[config.mk]
export PLATFORM = sky130hd
export DESIGN_NAME = dns_response_ipv4_extractor_flat
export DESIGN_NICKNAME = d
export VERILOG_FILES = /design/src/dre_pkg.sv /design/src/dre_if.sv /design/src/dns_response_ipv4_extractor.sv /design/src/dre_parser.sv /design/src/flat_wrapper.sv
export SDC_FILE = /design/constraint.sdc
export NUM_CORES = 1
export LEC_CHECK = 0
export BUFFER_PORTS_ARGS = -buffer_cell sky130_fd_sc_hd__clkbuf_2
export CAP_MARGIN = 20
export CORE_MARGIN = 3
export CORE_UTILIZATION = 40
export DETAILED_ROUTE_END_ITERATION = 6
export PLACE_DENSITY_LB_ADDON = 0.12
export SLEW_MARGIN = 30
export SYNTH_ARGS = -nofsm -noshare
export SYNTH_HDL_FRONTEND = slang
export SYNTH_SLANG_ARGS = --single-unit
[constraint.sdc]
create_clock -name clk_i -period 6.4 [get_ports clk_i]
set_clock_uncertainty 0.05 [all_clocks]
set_input_delay 0.32 -clock clk_i [delete_from_list [all_inputs] [get_ports clk_i]]
set_output_delay 0.32 -clock clk_i [all_outputs]
set_load 0.005 [all_outputs]
[src/dre_pkg.sv]
// shared types and constants for the dns response ipv4 extractor
// no dependencies; used by the parser, the top level, the checker and the testbench
package dre_pkg;

  typedef enum logic [3:0] {
    PH_HEADER  = 4'd0,
    PH_NAME    = 4'd1,
    PH_LABEL   = 4'd2,
    PH_PTR     = 4'd3,
    PH_QFIX    = 4'd4,
    PH_AFIX    = 4'd5,
    PH_ADATA   = 4'd6,
    PH_ASKIP   = 4'd7,
    PH_ERR_ID  = 4'd8,
    PH_ERR_SRV = 4'd9,
    PH_NOREC   = 4'd10,
    PH_DONE    = 4'd11
  } phase_e;

  typedef enum logic [2:0] {
    ST_OK     = 3'd0,
    ST_ID     = 3'd1,
    ST_SERVER = 3'd2,
    ST_NOREC  = 3'd3,
    ST_TRUNC  = 3'd4
  } status_e;

  localparam logic [3:0]  HeaderLen    = 4'd12;
  localparam logic [3:0]  QFixLen      = 4'd4;
  localparam logic [3:0]  AFixLen      = 4'd10;
  localparam logic [3:0]  AFixLenStart = 4'd8;
  localparam logic [3:0]  AddrLen      = 4'd4;
  localparam logic [7:0]  PtrMask      = 8'hc0;
  localparam logic [31:0] TypeAClassIn = 32'h0001_0001;
  localparam logic [15:0] AddrDataLen  = 16'd4;

  typedef struct packed {
    logic        found;
    logic [31:0] ipv4_address;
    logic [2:0]  status;
  } dre_result_t;

endpackage

[src/dre_if.sv]
// handshake channels of the extractor: input bytes, results and configuration
// depends on nothing; all three use valid/ready with a source and a sink modport
interface dre_in_if;
  logic       valid;
  logic       ready;
  logic [7:0] data_byte;
  logic       end_of_datagram;

  modport source (output valid, output data_byte, output end_of_datagram, input ready);
  modport sink   (input valid, input data_byte, input end_of_datagram, output ready);
endinterface

interface dre_out_if;
  logic        valid;
  logic        ready;
  logic        found;
  logic [31:0] ipv4_address;
  logic [2:0]  status;

  modport source (output valid, output found, output ipv4_address, output status,
                  input ready);
  modport sink   (input valid, input found, input ipv4_address, input status,
                  output ready);
endinterface

interface dre_cfg_if;
  logic        valid;
  logic        ready;
  logic [15:0] expected_id;

  modport source (output valid, output expected_id, input ready);
  modport sink   (input valid, input expected_id, output ready);
endinterface

[src/dns_response_ipv4_extractor.sv]
// channel  | dir | payload                               | accepted when
// in_i     | in  | data_byte[7:0], end_of_datagram       | valid && ready
// out_o    | out | found, ipv4_address[31:0], status[2:0] | valid && ready
// cfg_i    | in  | expected_id[15:0]                     | valid && ready (ready always high)
//
// one byte per cycle unless a stalled result holds a byte back; each accepted byte is registered
// in the input register and feeds the parser, whose result goes to the output register
// a stalled result holds back only a byte that would give another result
// reset clears expected_id and all parse state; the block then waits for a header
// top level: input register, parser and result register; depends on dre_pkg,
// dre_if and dre_parser
module dns_response_ipv4_extractor (
  input  logic  clk_i,
  input  logic  rst_ni,
  dre_in_if.sink    in_i,
  dre_out_if.source out_o,
  dre_cfg_if.sink   cfg_i
);
  import dre_pkg::*;

  logic        in_vld_q;
  logic [7:0]  in_byte_q;
  logic        in_eod_q;
  logic [15:0] exp_id_q;
  logic        out_vld_q;
  dre_result_t out_res_q;
  dre_result_t result;
  logic        advance;
  logic        emit;
  logic        out_free;

  assign cfg_i.ready = 1'b1;

  always_ff @(posedge clk_i or negedge rst_ni) begin
    if (!rst_ni) begin
      exp_id_q <= 16'd0;
    end else if (cfg_i.valid) begin
      exp_id_q <= cfg_i.expected_id;
    end
  end

  assign in_i.ready = !in_vld_q || advance;

  always_ff @(posedge clk_i or negedge rst_ni) begin
    if (!rst_ni) begin
      in_vld_q <= 1'b0;
    end else if (in_i.ready) begin
      in_vld_q <= in_i.valid;
    end
  end

  always_ff @(posedge clk_i) begin
    if (in_i.valid && in_i.ready) begin
      in_byte_q <= in_i.data_byte;
      in_eod_q  <= in_i.end_of_datagram;
    end
  end

  assign out_free = !out_vld_q || out_o.ready;

  dre_parser u_parser (
    .clk_i         (clk_i),
    .rst_ni        (rst_ni),
    .item_valid_i  (in_vld_q),
    .data_byte_i   (in_byte_q),
    .eod_i         (in_eod_q),
    .expected_id_i (exp_id_q),
    .out_free_i    (out_free),
    .advance_o     (advance),
    .emit_o        (emit),
    .result_o      (result)
  );

  always_ff @(posedge clk_i or negedge rst_ni) begin
    if (!rst_ni) begin
      out_vld_q <= 1'b0;
    end else if (advance && emit) begin
      out_vld_q <= 1'b1;
    end else if (out_o.ready) begin
      out_vld_q <= 1'b0;
    end
  end

  always_ff @(posedge clk_i) begin
    if (advance && emit) begin
      out_res_q <= result;
    end
  end

  assign out_o.valid        = out_vld_q;
  assign out_o.found        = out_res_q.found;
  assign out_o.ipv4_address = out_res_q.ipv4_address;
  assign out_o.status       = out_res_q.status;

endmodule

[src/dre_parser.sv]
// datagram walker: parse state registers and the per-byte next-state logic
// depends on dre_pkg
module dre_parser (
  input  logic                 clk_i,
  input  logic                 rst_ni,
  input  logic                 item_valid_i,
  input  logic [7:0]           data_byte_i,
  input  logic                 eod_i,
  input  logic [15:0]          expected_id_i,
  input  logic                 out_free_i,
  output logic                 advance_o,
  output logic                 emit_o,
  output dre_pkg::dre_result_t result_o
);
  import dre_pkg::*;

  phase_e      phase_q, phase_d;
  logic [3:0]  fo_q, fo_d;
  logic [15:0] q_left_q, q_left_d;
  logic [15:0] a_left_q, a_left_d;
  logic [15:0] skip_q, skip_d;
  logic [31:0] rtc_q, rtc_d;
  logic [15:0] dlen_q, dlen_d;
  logic [31:0] addr_q, addr_d;
  logic [15:0] hw_q, hw_d;
  logic        given_q, given_d;
  logic [3:0]  fo_inc;
  logic [7:0]  b;

  assign b      = data_byte_i;
  assign fo_inc = fo_q + 4'd1;

  always_comb begin
    phase_d  = phase_q;
    fo_d     = fo_q;
    q_left_d = q_left_q;
    a_left_d = a_left_q;
    skip_d   = skip_q;
    rtc_d    = rtc_q;
    dlen_d   = dlen_q;
    addr_d   = addr_q;
    hw_d     = hw_q;
    given_d  = given_q;
    emit_o   = 1'b0;
    result_o = '{found: 1'b0, ipv4_address: 32'd0, status: ST_OK};

    case (phase_q)
      PH_HEADER: begin
        case (fo_q)
          4'd0: hw_d = {8'd0, b};
          4'd1: hw_d = ({hw_q[7:0], b} != expected_id_i) ? 16'd1 : 16'd0;
          4'd3: if (b[3:0] != 4'd0) hw_d = hw_q | 16'd2;
          4'd4: q_left_d = {b, 8'd0};
          4'd5: q_left_d = q_left_q | {8'd0, b};
          4'd6: a_left_d = {b, 8'd0};
          4'd7: a_left_d = a_left_q | {8'd0, b};
          default: ;
        endcase
        fo_d = fo_inc;
        if (fo_inc >= HeaderLen) begin
          fo_d = 4'd0;
          if (hw_d[0])      phase_d = PH_ERR_ID;
          else if (hw_d[1]) phase_d = PH_ERR_SRV;
          else              phase_d = (q_left_d != 16'd0 || a_left_d != 16'd0) ?
                                      PH_NAME : PH_NOREC;
        end
      end
      PH_NAME, PH_PTR: begin
        if (phase_q == PH_PTR || b == 8'd0) begin
          // end of name
          fo_d = 4'd0;
          if (q_left_q != 16'd0) begin
            phase_d = PH_QFIX;
          end else begin
            phase_d = PH_AFIX;
            rtc_d   = 32'd0;
            dlen_d  = 16'd0;
          end
        end else if ((b & PtrMask) == PtrMask) begin
          phase_d = PH_PTR;
        end else begin
          skip_d  = {8'd0, b};
          phase_d = PH_LABEL;
        end
      end
      PH_LABEL: begin
        skip_d = skip_q - 16'd1;
        if (skip_d == 16'd0) phase_d = PH_NAME;
      end
      PH_QFIX: begin
        fo_d = fo_inc;
        if (fo_inc >= QFixLen) begin
          fo_d     = 4'd0;
          q_left_d = q_left_q - 16'd1;
          phase_d  = (q_left_d != 16'd0 || a_left_q != 16'd0) ? PH_NAME : PH_NOREC;
        end
      end
      PH_AFIX: begin
        if (fo_q < 4'd4)               rtc_d  = {rtc_q[23:0], b};
        else if (fo_q >= AFixLenStart) dlen_d = {dlen_q[7:0], b};
        fo_d = fo_inc;
        if (fo_inc >= AFixLen) begin
          fo_d = 4'd0;
          if (rtc_d == TypeAClassIn && dlen_d == AddrDataLen) begin
            addr_d  = 32'd0;
            phase_d = PH_ADATA;
          end else if (dlen_d == 16'd0) begin
            a_left_d = a_left_q - 16'd1;
            phase_d  = (a_left_d != 16'd0) ? PH_NAME : PH_NOREC;
          end else begin
            skip_d  = dlen_d;
            phase_d = PH_ASKIP;
          end
        end
      end
      PH_ADATA: begin
        addr_d = {addr_q[23:0], b};
        fo_d   = fo_inc;
        if (fo_inc >= AddrLen) begin
          fo_d     = 4'd0;
          emit_o   = 1'b1;
          result_o = '{found: 1'b1, ipv4_address: addr_d, status: ST_OK};
          given_d  = 1'b1;
          phase_d  = PH_DONE;
        end
      end
      PH_ASKIP: begin
        skip_d = skip_q - 16'd1;
        if (skip_d == 16'd0) begin
          a_left_d = a_left_q - 16'd1;
          phase_d  = (a_left_d != 16'd0) ? PH_NAME : PH_NOREC;
        end
      end
      default: ;
    endcase

    if (eod_i) begin
      if (!given_d) begin
        emit_o = 1'b1;
        case (phase_d)
          PH_ERR_ID:  result_o.status = ST_ID;
          PH_ERR_SRV: result_o.status = ST_SERVER;
          PH_NOREC:   result_o.status = ST_NOREC;
          default:    result_o.status = ST_TRUNC;
        endcase
      end
      // back to the reset state for the next datagram
      phase_d  = PH_HEADER;
      fo_d     = 4'd0;
      q_left_d = 16'd0;
      a_left_d = 16'd0;
      skip_d   = 16'd0;
      rtc_d    = 32'd0;
      dlen_d   = 16'd0;
      addr_d   = 32'd0;
      hw_d     = 16'd0;
      given_d  = 1'b0;
    end
  end

  // an item that gives no result moves on even while the result register is full
  assign advance_o = item_valid_i && (!emit_o || out_free_i);

  always_ff @(posedge clk_i or negedge rst_ni) begin
    if (!rst_ni) begin
      phase_q  <= PH_HEADER;
      fo_q     <= 4'd0;
      q_left_q <= 16'd0;
      a_left_q <= 16'd0;
      skip_q   <= 16'd0;
      rtc_q    <= 32'd0;
      dlen_q   <= 16'd0;
      addr_q   <= 32'd0;
      hw_q     <= 16'd0;
      given_q  <= 1'b0;
    end else if (advance_o) begin
      phase_q  <= phase_d;
      fo_q     <= fo_d;
      q_left_q <= q_left_d;
      a_left_q <= a_left_d;
      skip_q   <= skip_d;
      rtc_q    <= rtc_d;
      dlen_q   <= dlen_d;
      addr_q   <= addr_d;
      hw_q     <= hw_d;
      given_q  <= given_d;
    end
  end

endmodule

[src/flat_wrapper.sv]
// flat-port wrapper written by rule: the top's interface ports become plain ports
module dns_response_ipv4_extractor_flat import dre_pkg::*;
  (clk_i, rst_ni, in_i_valid, in_i_data_byte, in_i_end_of_datagram, in_i_ready, out_o_valid, out_o_found, out_o_ipv4_address, out_o_status, out_o_ready, cfg_i_valid, cfg_i_expected_id, cfg_i_ready);
  dre_in_if in_i_i ();
  dre_out_if out_o_i ();
  dre_cfg_if cfg_i_i ();
  input  logic clk_i;
  input  logic rst_ni;
  input wire logic [$bits(in_i_i.valid)-1:0] in_i_valid;
  input wire logic [$bits(in_i_i.data_byte)-1:0] in_i_data_byte;
  input wire logic [$bits(in_i_i.end_of_datagram)-1:0] in_i_end_of_datagram;
  output wire logic [$bits(in_i_i.ready)-1:0] in_i_ready;
  output wire logic [$bits(out_o_i.valid)-1:0] out_o_valid;
  output wire logic [$bits(out_o_i.found)-1:0] out_o_found;
  output wire logic [$bits(out_o_i.ipv4_address)-1:0] out_o_ipv4_address;
  output wire logic [$bits(out_o_i.status)-1:0] out_o_status;
  input wire logic [$bits(out_o_i.ready)-1:0] out_o_ready;
  input wire logic [$bits(cfg_i_i.valid)-1:0] cfg_i_valid;
  input wire logic [$bits(cfg_i_i.expected_id)-1:0] cfg_i_expected_id;
  output wire logic [$bits(cfg_i_i.ready)-1:0] cfg_i_ready;
  assign in_i_i.valid = in_i_valid;
  assign in_i_i.data_byte = in_i_data_byte;
  assign in_i_i.end_of_datagram = in_i_end_of_datagram;
  assign in_i_ready = in_i_i.ready;
  assign out_o_valid = out_o_i.valid;
  assign out_o_found = out_o_i.found;
  assign out_o_ipv4_address = out_o_i.ipv4_address;
  assign out_o_status = out_o_i.status;
  assign out_o_i.ready = out_o_ready;
  assign cfg_i_i.valid = cfg_i_valid;
  assign cfg_i_i.expected_id = cfg_i_expected_id;
  assign cfg_i_ready = cfg_i_i.ready;
  dns_response_ipv4_extractor u_core (.clk_i(clk_i), .rst_ni(rst_ni), .in_i(in_i_i), .out_o(out_o_i), .cfg_i(cfg_i_i));
endmodule
==> impl_metrics.ini <==
[global_route]
grt_pass1_vias = 9624
grt_pass1_wl_um = 55600
gr-usage-all-layers_pct = 22.4
antenna_found_initial = 0
grt_overflow = 0
grt_max_degree = 84

[clocking]
cts.path.max_buffers = 2
path_clk_slew_ns = 0.09
clock_latency_ns = 0.45
cts_sinks = 200
cts-root-buf = clkbuf_16
post_cts.repair.setup_buffers = 0
htreeDepth = 4
cts_buffers = 17
cts_hold_buf = 11
cts_resized = 0
cts_tree = done

[power_and_ir_drop]
p_total_mw = 3.62
vdd_drop_max_uv = 190
power.density_cell_area_nw_per_um2 = 278
p_leak_nw = 5.41

[sta]
slew_headroom_pct = 41.9
rsz0062_at_grt = false
drv_slew = 0
tightestPinTransition_ns = 0.849
fin_tns_setup_ns = 0
period_minus_slack_ns = 4.23
setup_viol = 0
hold_violations = 0
fin_crit_sh_pct = 66.2
max_freq_ghz = 0.236

[detailed_routing]
num_vias = 9921
drc = 0
vias_per_cell = 5.94
wl_um = 34100
dr.pass1.iters = 6
antenna_left = 0
drtIter0Drc = 1040
wire_per_inst_um = 20.4

[critical_path]
rrSetupSlack_ns = 2.17
regToRegEndpoint = u_core.out_o.status[0]
crit_path_end_kind = register
startpoint_type = register
startpoint = u_core.u_parser.fo_q[0]
required_ns = 6.60
crit_end = u_core.out_o.status[0]
crit_path_max_fanout = 24
reg2reg_depth = 9
worst-setup-path-type = reg -> reg
arrival_ns = 4.43
timing.rr.start = u_core.u_parser.fo_q[0]

[place]
gp_congestion = 0.898
post-place-cells = 1626
numPortBuffers = 67
placed_cell_area_um2 = 12200
hpwlAfterDp_um = 22500

[yosys]
async_reset_ff_share_pct = 77.5
synth_seq_cells = 200
synthesis.nets = 1303
synth.distinct_cells = 86
mappedNetlistArea_um2 = 11600
synth_edf_count = 45
synth_seq_area_share_pct = 44.9
syn_area_per_cell_um2 = 9.21
syn_inst = 1263
ys.flop_type = dfrtp_1
yosysWarningCount = 0

[finish]
n_antenna_cell = 0
area_growth_pct = 11.7
fin_util_pct = 46.0
final_cells = 1670
final_cell_mix = dfrtp_1 (155), nor2_1 (117), o21ai_0 (96), nand2_1 (77), clkbuf_2 (66)
drive_gt1_share_pct = 14.2
nets = 1319
fin_area_um2 = 13000
final_common_cell = dfrtp_1

[floorplanning]
initial_core_util_pct = 41.2
die-area_um2 = 31200
ios = 69
num_rows = 61
dieHeight_um = 177
core_area_um2 = 28200
die_x_um = 177

[outcome]
status = complete, no violations

[job]
maxCapViolCount = 0

[hold_path]
hp-class = in -> reg
==> synth_stat cells (5+ instances only) <==
master	number	share of area, %
dfrtp_1	155	33
nor2_1	118	3.8
o21ai_0	98	4.2
nand2_1	77	2.5
clkbuf_1	66	2.1
nor3_1	66	2.8
a21oi_1	51	2.2
a22o_1	48	3.6
edfxtp_1	45	12
inv_1	42	1.4
nand3_1	38	1.6
nor4_1	29	1.6
o21ai_1	26	1.1
and2_1	25	1.3
mux2_2	21	2.0
xor2_1	21	1.6
buf_2	20	0.86
nand4_1	17	0.91
a22oi_1	16	1.0
and3_1	15	0.81
mux2i_1	15	1.3
or3_1	15	0.81
nand2b_1	14	0.75
o31ai_1	14	0.90
a31oi_1	12	0.65
a221oi_1	10	0.75
ha_1	10	1.1
nor2b_1	10	0.54
nor3b_1	10	0.65
o211ai_1	10	0.65
or4_1	10	0.65
nand4b_1	9	0.68
a21o_1	8	0.52
buf_4	7	0.45
xnor2_1	7	0.53
buf_1	6	0.19
o21bai_1	6	0.39
a211oi_1	5	0.32
o41ai_1	5	0.38
==> area by class of cell <==
| cell class | count | area [µm²] |
|---|---|---|
| tap | 378 | 473 |
| multi-input combinational | 916 | 5830 |
| clock buffer | 19 | 475 |
| sequential | 200 | 5230 |
| timing repair buffer | 101 | 656 |
| inverter | 43 | 161 |
| fill | 2677 | 15200 |
| clock inverter | 13 | 169 |
==> metal layers <==
layer	track usage (%)	wire length, µm	vias up
met3	3.91	2020	55
met5	0	0	-
li1	-	-	4688
met4	7.20	735	0
met2	34.4	15400	396
met1	32.4	15900	4782
==> sequential cells by signal (all words and copies together), names as in the netlist, 3 cells and up <==
register,cells
u_core.u_parser.addr_q,24
u_core.u_parser.q_left_q,16
u_core.exp_id_q,16
u_core.u_parser.skip_q,16
u_core.u_parser.a_left_q,16
u_core.out_o.status,3
u_core.u_parser.dlen_q,16
u_core.u_parser.fo_q,4
u_core.u_parser.phase_q,4
u_core.u_parser.rtc_q,32
u_core.in_byte_q,8
u_core.u_parser.hw_q,8
u_core.out_o.ipv4_address,32
==> power breakdown <==
part	total [mW]	switching (mW)	internal [mW]	leakage, nW
clock network	1.17	0.584	0.581	0.311
registers	1.49	0.118	1.38	2.55
logic	0.958	0.604	0.354	2.55
==> critical path, cell delays in order (launching register included) <==
cell       delay, ns
dfrtp_1         0.48
ha_1            0.52
nand4bb_1       0.70
a22oi_1         0.42
o2111ai_1       0.17
nor4_1          0.65
nand3_1         0.14
and3b_1         0.24
nor4_4          0.32
nor3b_1         0.32
==> cell families (layout without fill, tap and decap cells) <==
kind of cell               Yosys count  after routing  synth area share, %
and+or+nand+nor                    490            490                 22.9
AOI/OAI and AO/OA                  351            351                 20.2
DFF                                200            200                 44.9
buffers and inverters              147            176                 5.45
muxes                               36             36                 3.32
xor gates and xnor gates            28             28                 2.11
adders and majority gates           10             10                 1.08
other                                1              1               0.0322
==> worst min path at each step <==
stage / from / cells after the start / slack [ns] / to
floorplan: rst_ni / 0 / -0.03 / u_core.exp_id_q[0]
global placement: rst_ni / 1 / 0.39 / u_core.u_parser.addr_q[17]
detailed placement: rst_ni / 1 / 0.39 / u_core.u_parser.addr_q[17]
CTS: cfg_i_expected_id[1] / 2 / 0.04 / u_core.exp_id_q[1]
global route: cfg_i_expected_id[5] / 2 / 0.04 / u_core.exp_id_q[5]
finish: cfg_i_expected_id[10] / 2 / 0.05 / u_core.exp_id_q[10]
==> metrics by stage <==
step / setup WS [ns] / hold slack (ns)
after global placement: 2.21 / 0.387
after CTS: 2.12 / 0.0374
after global routing: 1.88 / 0.0422
final: 2.17 / 0.0503
after floorplan: 2.56 / -0.0256
after detailed placement: 2.16 / 0.386
No activity file was read; power rests on OpenSTA's default activity.
